## src/hw/rtl/wcp_pkg.sv

```systemverilog
// wcp_pkg: shared types, chunk tags and status codes for the wav chunk parser
// used by wcp_core, wcp_out_fifo, wav_chunk_parser_top and wcp_checker
package wcp_pkg;

  localparam int unsigned OutDepth = 8;
  localparam int unsigned TdataBits = 144;
  localparam int unsigned TuserBits = 3;
  localparam int unsigned HeaderBytes = 12;
  localparam int unsigned IdBytes = 4;
  localparam int unsigned ChunkMinSize = 4;
  localparam int unsigned FmtMinSize = 16;
  localparam int unsigned PcmCode = 1;

  localparam logic [2:0] REG_LOCATE = 3'd0;

  localparam logic [31:0] TAG_FMT  = 32'h20746d66;
  localparam logic [31:0] TAG_DATA = 32'h61746164;

  localparam int unsigned NumKnown = 11;
  localparam logic [31:0] KNOWN_TAGS [NumKnown] = '{
    32'h74636166, 32'h6c766177, 32'h746e6c73, 32'h20657563,
    32'h74736c70, 32'h7473696c, 32'h6c62616c, 32'h65746f6e,
    32'h7478746c, 32'h6c706d73, 32'h74736e69
  };

  typedef enum logic [1:0] {
    KIND_DATA   = 2'd0,
    KIND_FORMAT = 2'd1,
    KIND_LOC    = 2'd2,
    KIND_STATUS = 2'd3
  } kind_t;

  typedef enum logic [2:0] {
    ST_OK          = 3'd0,
    ST_BAD_SUBTYPE = 3'd1,
    ST_ZERO_RATE   = 3'd2,
    ST_BAD_SIZE    = 3'd3,
    ST_UNKNOWN     = 3'd4,
    ST_ABSENT      = 3'd5,
    ST_TRUNCATED   = 3'd6
  } status_t;

  typedef struct packed {
    kind_t       event_kind;
    logic [7:0]  data_byte;
    logic        chunk_last;
    logic [15:0] channel_count;
    logic [15:0] sample_bits;
    logic [31:0] sample_rate;
    logic [31:0] data_offset;
    logic [31:0] data_size;
    status_t     status;
    logic        run_last;
  } result_t;

  typedef struct packed {
    logic [1:0] count;
    result_t    slot0;
    result_t    slot1;
  } push_t;

  function automatic logic is_known_tag(input logic [31:0] tag);
    logic hit;
    hit = 1'b0;
    for (int i = 0; i < NumKnown; i++) begin
      if (KNOWN_TAGS[i] == tag) hit = 1'b1;
    end
    return hit;
  endfunction

endpackage

```

## src/hw/rtl/wcp_core.sv

```systemverilog
// wcp_core: input byte register and per-byte chunk parse, up to two result words
// depends on wcp_pkg
module wcp_core (
  input  logic             clk,
  input  logic             rst,
  input  logic             in_accept,
  input  logic [7:0]       in_byte,
  input  logic             in_last,
  input  logic             locate_mode,
  output logic             in_busy,
  output wcp_pkg::push_t   push
);

  typedef enum logic [5:0] {
    PH_HDR  = 6'b000001,
    PH_ID   = 6'b000010,
    PH_SIZE = 6'b000100,
    PH_FMT  = 6'b001000,
    PH_DATA = 6'b010000,
    PH_SKIP = 6'b100000
  } phase_t;

  logic             in_valid;
  logic [7:0]       in_data;
  logic             in_end;

  phase_t           phase, phase_next;
  logic [31:0]      field_count, field_count_next;
  logic [31:0]      byte_position, byte_position_next;
  logic [31:0]      tag_shift, tag_shift_next;
  logic [31:0]      chunk_length, chunk_length_next;
  logic [31:0]      fmt_shift, fmt_shift_next;
  logic [31:0]      rate_seen, rate_seen_next;
  logic [15:0]      chan_hold, chan_hold_next;
  logic             data_seen, data_seen_next;
  logic             halted, halted_next;

  logic [31:0]      fc_inc;
  logic             err_hit;
  wcp_pkg::status_t err_code;
  logic             prim_valid;
  wcp_pkg::result_t prim;
  logic             stat_valid;
  wcp_pkg::result_t stat;

  always_ff @(posedge clk) begin
    if (rst) begin
      in_valid <= 1'b0;
    end else begin
      in_valid <= in_accept;
    end
    if (in_accept) begin
      in_data <= in_byte;
      in_end  <= in_last;
    end
  end

  always_comb begin
    phase_next         = phase;
    field_count_next   = field_count;
    byte_position_next = byte_position;
    tag_shift_next     = tag_shift;
    chunk_length_next  = chunk_length;
    fmt_shift_next     = fmt_shift;
    rate_seen_next     = rate_seen;
    chan_hold_next     = chan_hold;
    data_seen_next     = data_seen;
    halted_next        = halted;
    fc_inc             = field_count + 32'd1;
    err_hit            = 1'b0;
    err_code           = wcp_pkg::ST_OK;
    prim_valid         = 1'b0;
    prim               = '0;
    stat_valid         = 1'b0;
    stat               = '0;

    if (in_valid && !halted) begin
      byte_position_next = byte_position + 32'd1;
      case (phase)
        PH_HDR: begin
          field_count_next = fc_inc;
          if (fc_inc >= 32'(wcp_pkg::HeaderBytes)) begin
            phase_next       = PH_ID;
            field_count_next = '0;
          end
        end
        PH_ID: begin
          tag_shift_next   = {in_data, tag_shift[31:8]};
          field_count_next = fc_inc;
          if (fc_inc >= 32'(wcp_pkg::IdBytes)) begin
            phase_next       = PH_SIZE;
            field_count_next = '0;
          end
        end
        PH_SIZE: begin
          chunk_length_next = {in_data, chunk_length[31:8]};
          field_count_next  = fc_inc;
          if (fc_inc >= 32'(wcp_pkg::IdBytes)) begin
            field_count_next = '0;
            if (chunk_length_next <= 32'(wcp_pkg::ChunkMinSize)) begin
              err_hit  = 1'b1;
              err_code = wcp_pkg::ST_BAD_SIZE;
            end else if (tag_shift == wcp_pkg::TAG_FMT) begin
              if (chunk_length_next < 32'(wcp_pkg::FmtMinSize)) begin
                err_hit  = 1'b1;
                err_code = wcp_pkg::ST_BAD_SIZE;
              end else begin
                phase_next = PH_FMT;
              end
            end else if (tag_shift == wcp_pkg::TAG_DATA) begin
              data_seen_next = 1'b1;
              if (locate_mode) begin
                prim_valid       = 1'b1;
                prim.event_kind  = wcp_pkg::KIND_LOC;
                prim.data_offset = byte_position_next;
                prim.data_size   = chunk_length_next;
                phase_next       = PH_SKIP;
              end else begin
                phase_next = PH_DATA;
              end
            end else if (wcp_pkg::is_known_tag(tag_shift)) begin
              phase_next = PH_SKIP;
            end else begin
              err_hit  = 1'b1;
              err_code = wcp_pkg::ST_UNKNOWN;
            end
          end
        end
        PH_FMT: begin
          fmt_shift_next = {in_data, fmt_shift[31:8]};
          if (field_count == 32'd1 &&
              fmt_shift_next[31:16] != 16'(wcp_pkg::PcmCode)) begin
            err_hit  = 1'b1;
            err_code = wcp_pkg::ST_BAD_SUBTYPE;
          end else if (field_count == 32'd3) begin
            chan_hold_next = fmt_shift_next[31:16];
          end else if (field_count == 32'd7) begin
            if (fmt_shift_next == '0) begin
              err_hit  = 1'b1;
              err_code = wcp_pkg::ST_ZERO_RATE;
            end else begin
              rate_seen_next = fmt_shift_next;
            end
          end else if (field_count == 32'd15) begin
            prim_valid         = 1'b1;
            prim.event_kind    = wcp_pkg::KIND_FORMAT;
            prim.channel_count = chan_hold;
            prim.sample_bits   = fmt_shift_next[31:16];
            prim.sample_rate   = rate_seen;
          end
          field_count_next = fc_inc;
          if (!err_hit && fc_inc == chunk_length) begin
            phase_next       = PH_ID;
            field_count_next = '0;
          end
        end
        PH_DATA: begin
          field_count_next = fc_inc;
          prim_valid       = 1'b1;
          prim.event_kind  = wcp_pkg::KIND_DATA;
          prim.data_byte   = in_data;
          if (fc_inc == chunk_length) begin
            prim.chunk_last  = 1'b1;
            phase_next       = PH_ID;
            field_count_next = '0;
          end
        end
        default: begin
          field_count_next = fc_inc;
          if (fc_inc == chunk_length) begin
            phase_next       = PH_ID;
            field_count_next = '0;
          end
        end
      endcase

      stat.event_kind = wcp_pkg::KIND_STATUS;
      stat.run_last   = 1'b1;
      if (err_hit) begin
        stat_valid  = 1'b1;
        stat.status = err_code;
      end else if (in_end) begin
        stat_valid = 1'b1;
        if (phase_next != PH_ID) begin
          stat.status = wcp_pkg::ST_TRUNCATED;
        end else if (data_seen_next && rate_seen_next != '0) begin
          stat.status = wcp_pkg::ST_OK;
        end else begin
          stat.status = wcp_pkg::ST_ABSENT;
        end
      end
      if (stat_valid) halted_next = 1'b1;
    end
  end

  always_comb begin
    push.count = {1'b0, prim_valid} + {1'b0, stat_valid};
    push.slot1 = stat;
    if (prim_valid) begin
      push.slot0          = prim;
      push.slot0.run_last = !stat_valid;
    end else begin
      push.slot0 = stat;
    end
  end

  assign in_busy = in_valid;

  always_ff @(posedge clk) begin
    if (rst) begin
      phase         <= PH_HDR;
      field_count   <= '0;
      byte_position <= '0;
      tag_shift     <= '0;
      chunk_length  <= '0;
      fmt_shift     <= '0;
      rate_seen     <= '0;
      chan_hold     <= '0;
      data_seen     <= 1'b0;
      halted        <= 1'b0;
    end else begin
      phase         <= phase_next;
      field_count   <= field_count_next;
      byte_position <= byte_position_next;
      tag_shift     <= tag_shift_next;
      chunk_length  <= chunk_length_next;
      fmt_shift     <= fmt_shift_next;
      rate_seen     <= rate_seen_next;
      chan_hold     <= chan_hold_next;
      data_seen     <= data_seen_next;
      halted        <= halted_next;
    end
  end

endmodule

```

## src/hw/rtl/wcp_out_fifo.sv

```systemverilog
// wcp_out_fifo: result word queue, takes up to two words a cycle, gives one
// depends on wcp_pkg; DEPTH must be a power of two, at least 4
module wcp_out_fifo #(
  parameter int unsigned DEPTH = wcp_pkg::OutDepth
) (
  input  logic                         clk,
  input  logic                         rst,
  input  wcp_pkg::push_t               push,
  input  logic                         pop,
  output logic                         not_empty,
  output logic [$clog2(DEPTH+1)-1:0]   level,
  output wcp_pkg::result_t             head
);

  localparam int unsigned AW = $clog2(DEPTH);
  localparam int unsigned CW = $clog2(DEPTH + 1);

  wcp_pkg::result_t mem [DEPTH];
  logic [AW-1:0]    wr_ptr;
  logic [AW-1:0]    rd_ptr;
  logic [CW-1:0]    count;

  always_ff @(posedge clk) begin
    if (push.count != 2'd0) mem[wr_ptr] <= push.slot0;
    if (push.count == 2'd2) mem[wr_ptr + AW'(1)] <= push.slot1;
  end

  always_ff @(posedge clk) begin
    if (rst) begin
      wr_ptr <= '0;
      rd_ptr <= '0;
      count  <= '0;
    end else begin
      wr_ptr <= wr_ptr + AW'(push.count);
      if (pop) rd_ptr <= rd_ptr + AW'(1);
      count <= count + CW'(push.count) - CW'(pop);
    end
  end

  assign not_empty = (count != '0);
  assign level     = count;
  assign head      = mem[rd_ptr];

endmodule

```

## src/hw/rtl/wav_chunk_parser_top.sv

```systemverilog
// wav_chunk_parser_top: riff/wave chunk parser, byte stream in, event words out
// depends on wcp_pkg, wcp_core, wcp_out_fifo
//
// Takes one file byte per cycle on the s_ side while s_tready is high and gives one event word
// per cycle on the m_ side while words are queued and m_tready is high. A byte is parsed in the
// cycle after its accepting edge and its words (none, one or two) enter an OUT_DEPTH-entry
// output queue at the next edge. With m_tready held high the queue never holds more than two
// words and a byte is taken every cycle. s_tready drops when the queue could not take the words
// of both the byte being parsed and a new one: four words with a byte in the input register,
// two without; under sink stalls the byte rate then follows the word rate. Two words come
// only from the byte that also carries the final status. After a final status word the parser
// ignores every byte until reset. locate_mode is written at address 0 and must only change
// while no byte is in flight.
module wav_chunk_parser_top #(
  parameter int unsigned OUT_DEPTH = wcp_pkg::OutDepth
) (
  input  logic                          clk,
  input  logic                          rst,
  input  logic                          s_tvalid,
  output logic                          s_tready,
  input  logic [7:0]                    s_tdata,   // file_byte
  input  logic                          s_tlast,   // file_last
  output logic                          m_tvalid,
  input  logic                          m_tready,
  // data_byte, channel_count, sample_bits, sample_rate, data_offset, data_size, status, zeros
  output logic [wcp_pkg::TdataBits-1:0] m_tdata,
  output logic                          m_tlast,   // chunk_last
  output logic [wcp_pkg::TuserBits-1:0] m_tuser,   // event_kind, run_last
  input  logic                          psel,
  input  logic                          penable,
  input  logic                          pwrite,
  input  logic [2:0]                    paddr,
  input  logic [31:0]                   pwdata,
  output logic [31:0]                   prdata,
  output logic                          pready
);

  localparam int unsigned CW = $clog2(OUT_DEPTH + 1);

  logic                   locate_mode;
  logic                   in_accept;
  logic                   in_busy;
  wcp_pkg::push_t         push;
  logic                   pop;
  logic [CW-1:0]          level;
  logic [CW+1:0]          need;
  wcp_pkg::result_t       head;

  always_ff @(posedge clk) begin
    if (rst) begin
      locate_mode <= 1'b0;
    end else if (psel && penable && pwrite && (paddr[2] == wcp_pkg::REG_LOCATE[2])) begin
      locate_mode <= pwdata[0];
    end
  end

  assign pready = 1'b1;
  assign prdata = (paddr[2] == wcp_pkg::REG_LOCATE[2]) ? {31'd0, locate_mode} : 32'd0;

  assign need      = (CW+2)'(level) + (in_busy ? (CW+2)'(4) : (CW+2)'(2));
  assign s_tready  = (need <= (CW+2)'(OUT_DEPTH));
  assign in_accept = s_tvalid && s_tready;

  wcp_core u_core (
    .clk         (clk),
    .rst         (rst),
    .in_accept   (in_accept),
    .in_byte     (s_tdata),
    .in_last     (s_tlast),
    .locate_mode (locate_mode),
    .in_busy     (in_busy),
    .push        (push)
  );

  assign pop = m_tvalid && m_tready;

  wcp_out_fifo #(
    .DEPTH (OUT_DEPTH)
  ) u_fifo (
    .clk       (clk),
    .rst       (rst),
    .push      (push),
    .pop       (pop),
    .not_empty (m_tvalid),
    .level     (level),
    .head      (head)
  );

  assign m_tdata = {5'd0, head.status, head.data_size, head.data_offset, head.sample_rate,
                    head.sample_bits, head.channel_count, head.data_byte};
  assign m_tlast = head.chunk_last;
  assign m_tuser = {head.run_last, head.event_kind};

endmodule

```

## config.mk

```make
export PLATFORM = sky130hd
export DESIGN_NAME = wav_chunk_parser_top
export DESIGN_NICKNAME = d
export VERILOG_FILES = /design/src/hw/rtl/wcp_pkg.sv /design/src/hw/rtl/wcp_core.sv /design/src/hw/rtl/wcp_out_fifo.sv /design/src/hw/rtl/wav_chunk_parser_top.sv
export SDC_FILE = /design/constraint.sdc
export NUM_CORES = 2
export LEC_CHECK = 0
export BUFFER_PORTS_ARGS = -buffer_cell sky130_fd_sc_hd__buf_4
export CAP_MARGIN = 10
export CORE_ASPECT_RATIO = 1.4
export CORE_MARGIN = 5
export CORE_UTILIZATION = 50
export CTS_CLUSTER_SIZE = 20
export DETAILED_ROUTE_END_ITERATION = 10
export GPL_TIMING_DRIVEN = 1
export PLACE_DENSITY = 0.64
export SLEW_MARGIN = 20
export SYNTH_ARGS = -nofsm -noshare
export SYNTH_HDL_FRONTEND = slang
export SYNTH_SLANG_ARGS = --single-unit
```

## constraint.sdc

```tcl
create_clock -name clk -period 5.6 [get_ports clk]
set_input_delay 0.28 -clock clk [delete_from_list [all_inputs] [get_ports clk]]
set_output_delay 0.28 -clock clk [all_outputs]
set_load 0.01 [all_outputs]
```

==> results.md <==
* Status: completed
* Internal at 16.2 mW
* Synth Instances at between 5,000 and 6,000
* Overall Power at around 22 mW
* Worst IR Drop VDD at 0.338 mV
* Clk slew on worst S/H paths at around 0.060 ns
* WL/cell at 25.4 um
* Crit-path max FO at 12
* Mapped cell area at around 0.057 mm^2
* Total Neg Setup Slack at 0 ns
* Reg-to-Reg End: u_fifo.mem[1][113]$_SDFFE_PP0P_
* # clock sinks at between 1,000 and 1,500
* Final Max Tran Viols at 0
* Worst slew pin tran at around 1.3 ns
* Largest net degree at the start of global routing at about 130
* Most frequent cells in the layout: dfxtp_1, a22o_1, nand2_1, o21ai_0, buf_4
* RSZ-0062 raised after global routing: false
* Layout cells sized above 1 at between 20% and 30%
* Die height at around 400 um
* Final core utilization at between 50% and 60%
* Comb pwr share at between 10 and 15%
* Post-layout min period at 5.38 ns
* DRT Pass-1 Iters at 6
* First-pass GRT wire length at around 260,000 um
* Fin. Hold Viols at 0
* Post-synthesis register bit count at between 1,000 and 1,500
* Initial cell density of the core at between 50 and 60%
* Max Clk Rate at approximately 0.19 GHz
* Unique masters post-synth at between 80 and 90
* TritonCTS buffer count at approximately 130
* CTS tree: built
* Grt ovf at 0
* Post-synth EDFFs at 57
* Max transition margin at between 10% and 20%
* Type of element capturing the critical path: flip-flop
* Clk Latency, worst-skew pair at a little under 0.8 ns
* Mean area per synthesized cell at between 10 and 15 um^2
* Hold depth at 2
* Worst Clk Skew at approximately 0.035 ns
* Pre-CTS setup slack at 0.172 ns
* Net Sw Frac at between 20 and 30%
* Port buffer count at 163
* Die area at around 0.12 mm^2
* Hold path endpoint: u_core.in_data[5]$_DFFE_PP_
* Row cnt at ~150
* Hpwl dp at ~110,000 um
* Design area at roughly 0.065 mm^2
* Flop-to-flop setup slack at between 0.2 and 0.25 ns
* Commonest non-fill, non-tap cell in the layout: dfxtp_1
* Critical path type: flip-flop to flip-flop
* Core Box Area at 0.113 mm^2
* Clock share of power at a little over two fifths
* Max Cap Viol at 0
* WHS at 0.242 ns
* Die Span X at about 290 um
* Dpl cells at 6,600
* Gr usage total at 27.6%
* Deepest clock path buffer count at 3
* Worst Hold Class: input pin to flip-flop
* Post-synth top flop: dfxtp_1
* Worst setup SP type: flip-flop
* I/O pins at about 230
* GPL Wtd Cong at between 0.9 and 1
* CP required at roughly 6.3 ns
* # H-tree levels at 4
* Hold Startpoint: s_tdata[5]
* Post-DP Area at 0.0598 mm^2
* Finished Layout Cells at between 6,000 and 7,000
* Reg2Reg Depth at 15
* Final setup viols at 0
* Vias/cell at 6.34
* WP data arrival at approximately 6.1 ns
* Post-synth ARST share at 0%
* Initial antenna violation count at 1
* Root Driver: clkbuf_16
* P_sw at roughly 5.5 mW
* Leak at around 24 nW
* NumNets Final at about 5,400
* Power density over the cells at around 340 mW/mm^2
* Overall routed net length at between 150,000 and 200,000 um
* # DRC at 0
* Worst setup margin at about 0.22 ns
* 1st-iter DRT viols at roughly 3,700
* Seq/Total Area, Yosys at 49.5%
* Routed via count at around 44,000
* Period utilisation layout at between 90% and 100%
* YS warnings at 0
* R2r startpoint: u_core.field_count[15]$_SDFFE_PP0P_
* Sequential power share at 46.3%
* Antenna Nets Post-Route at 0
* Area growth from synthesis to layout at 13.8%
* Vias in the first global route at roughly 43,000
sequential cells by signal, indices dropped and copies added (netlist names), named ones only:
name / count
u_core.in_busy: 1
u_core.fmt_shift: 24
u_core.chunk_length: 32
u_fifo.level: 4
u_core.tag_shift: 32
u_core.rate_seen: 32
u_core.byte_position: 32
u_core.in_end: 1
u_core.in_data: 8
u_fifo.wr_ptr: 3
u_fifo.rd_ptr: 3
u_core.chan_hold: 16
u_core.phase: 6
u_core.halted: 1
u_fifo.mem: 1144
locate_mode: 1
u_core.data_seen: 1
u_core.field_count: 32
what timing repair did:
item | in CTS | in global routing
gates resized for setup | 0 | 17
endpoints found under the setup margin | 0 | 923
buffers inserted | 0 | 9
endpoints found under the hold margin | 44 | 0
hold buffers | 16 | 0
worst max path at each step:
stage                                         from                               to  slack, ns  cells past startpoint
2_1_floorplan   u_core.field_count[0]$_SDFFE_PP0P_       u_fifo.mem[7][0]$_DFFE_PP_       0.83                     21
3_3_place_gp   u_core.field_count[14]$_SDFFE_PP0P_   u_fifo.mem[3][10]$_SDFFE_PP0P_       0.26                     16
3_5_place_dp   u_core.field_count[14]$_SDFFE_PP0P_  u_fifo.mem[2][103]$_SDFFE_PP0P_       0.17                     16
4_1_cts        u_core.field_count[14]$_SDFFE_PP0P_   u_fifo.mem[3][27]$_SDFFE_PP0P_       0.13                     16
5_1_grt         u_core.field_count[6]$_SDFFE_PP0P_   u_fifo.mem[2][49]$_SDFFE_PP0P_      0.002                     20
6_report       u_core.field_count[15]$_SDFFE_PP0P_  u_fifo.mem[1][113]$_SDFFE_PP0P_       0.22                     15
synth_stat cells, types with 20 or more instances:
master / number / area [um^2]
dfxtp_1: 1319 / 26400
a22o_1: 760 / 6660
nand2_1: 627 / 2350
clkbuf_1: 414 / 1550
o21ai_0: 385 / 1930
mux4_2: 286 / 6440
a21oi_1: 178 / 891
nand3_1: 153 / 766
nor2_1: 151 / 567
mux2_2: 143 / 1610
buf_1: 66 / 248
edfxtp_1: 57 / 1710
xnor2_1: 55 / 482
nor4_1: 52 / 325
nand4_1: 47 / 294
buf_2: 44 / 220
inv_1: 44 / 165
buf_4: 41 / 308
xor2_1: 38 / 333
nor3_1: 33 / 165
o22ai_1: 28 / 175
or3_1: 28 / 175
a31oi_1: 27 / 169
and3_1: 22 / 138
and2_1: 20 / 125
mux2i_1: 20 / 200
nor3b_1: 20 / 150
cell type report:
| cell class | count | area (um^2) |
|---|---|---|
| Clock buffer | 195 | 3960 |
| Antenna cell | 1 | 2.50 |
| Inverter | 44 | 165 |
| Tap cell | 1480 | 1850 |
| Fill cell | 9600 | 48300 |
| Multi-Input combinational cell | 3347 | 26500 |
| Clock inverter | 48 | 537 |
| Sequential cell | 1376 | 28100 |
| Timing Repair Buffer | 383 | 3440 |
power by group through the flow:
stage | clock, mW | combinational, mW | sequential, mW
6_report | 9.28 | 2.35 | 10.0
5_1_grt | 9.83 | 2.50 | 10.0
4_1_cts | 9.42 | 2.38 | 10.0
3_5_place_dp | 0 | 2.36 | 10.3
3_3_place_gp | 0 | 2.35 | 10.3
2_1_floorplan | 0 | 1.72 | 10.2
metal layers:
| metal | routed length (um) | vias to the layer above | global-route usage [%] |
|---|---|---|---|
| met5 | 0 | - | 0 |
| met4 | 6740 | 0 | 10.6 |
| met3 | 11600 | 329 | 4.33 |
| met2 | 86100 | 1631 | 46.7 |
| met1 | 70300 | 22000 | 35.7 |
| li1 | - | 19600 | - |
critical path: stages (launching register included):
cell	delay, ns
dfxtp_1	0.55
nand4_1	0.18
or3_1	0.56
or4_1	0.62
xnor2_1	0.22
nor4b_2	0.09
and4_2	0.25
nand2_1	0.10
a21oi_1	0.09
a21oi_2	0.33
inv_1	0.09
ha_1	0.25
nor2_1	0.32
nand2_2	0.32
nor2_2	1.04
a22o_1	0.26
kinds of logic after synthesis:
logic type / synth area share (%)
AOI/OAI and AO/OA: 18.8
xor gates and xnor gates: 1.68
adders and majority gates: 0.459
buffers and inverters: 4.42
DFF: 49.5
muxes: 14.5
other: 0.0132
and+or+nand+nor: 10.6
(Power assumes the default switching activity.)
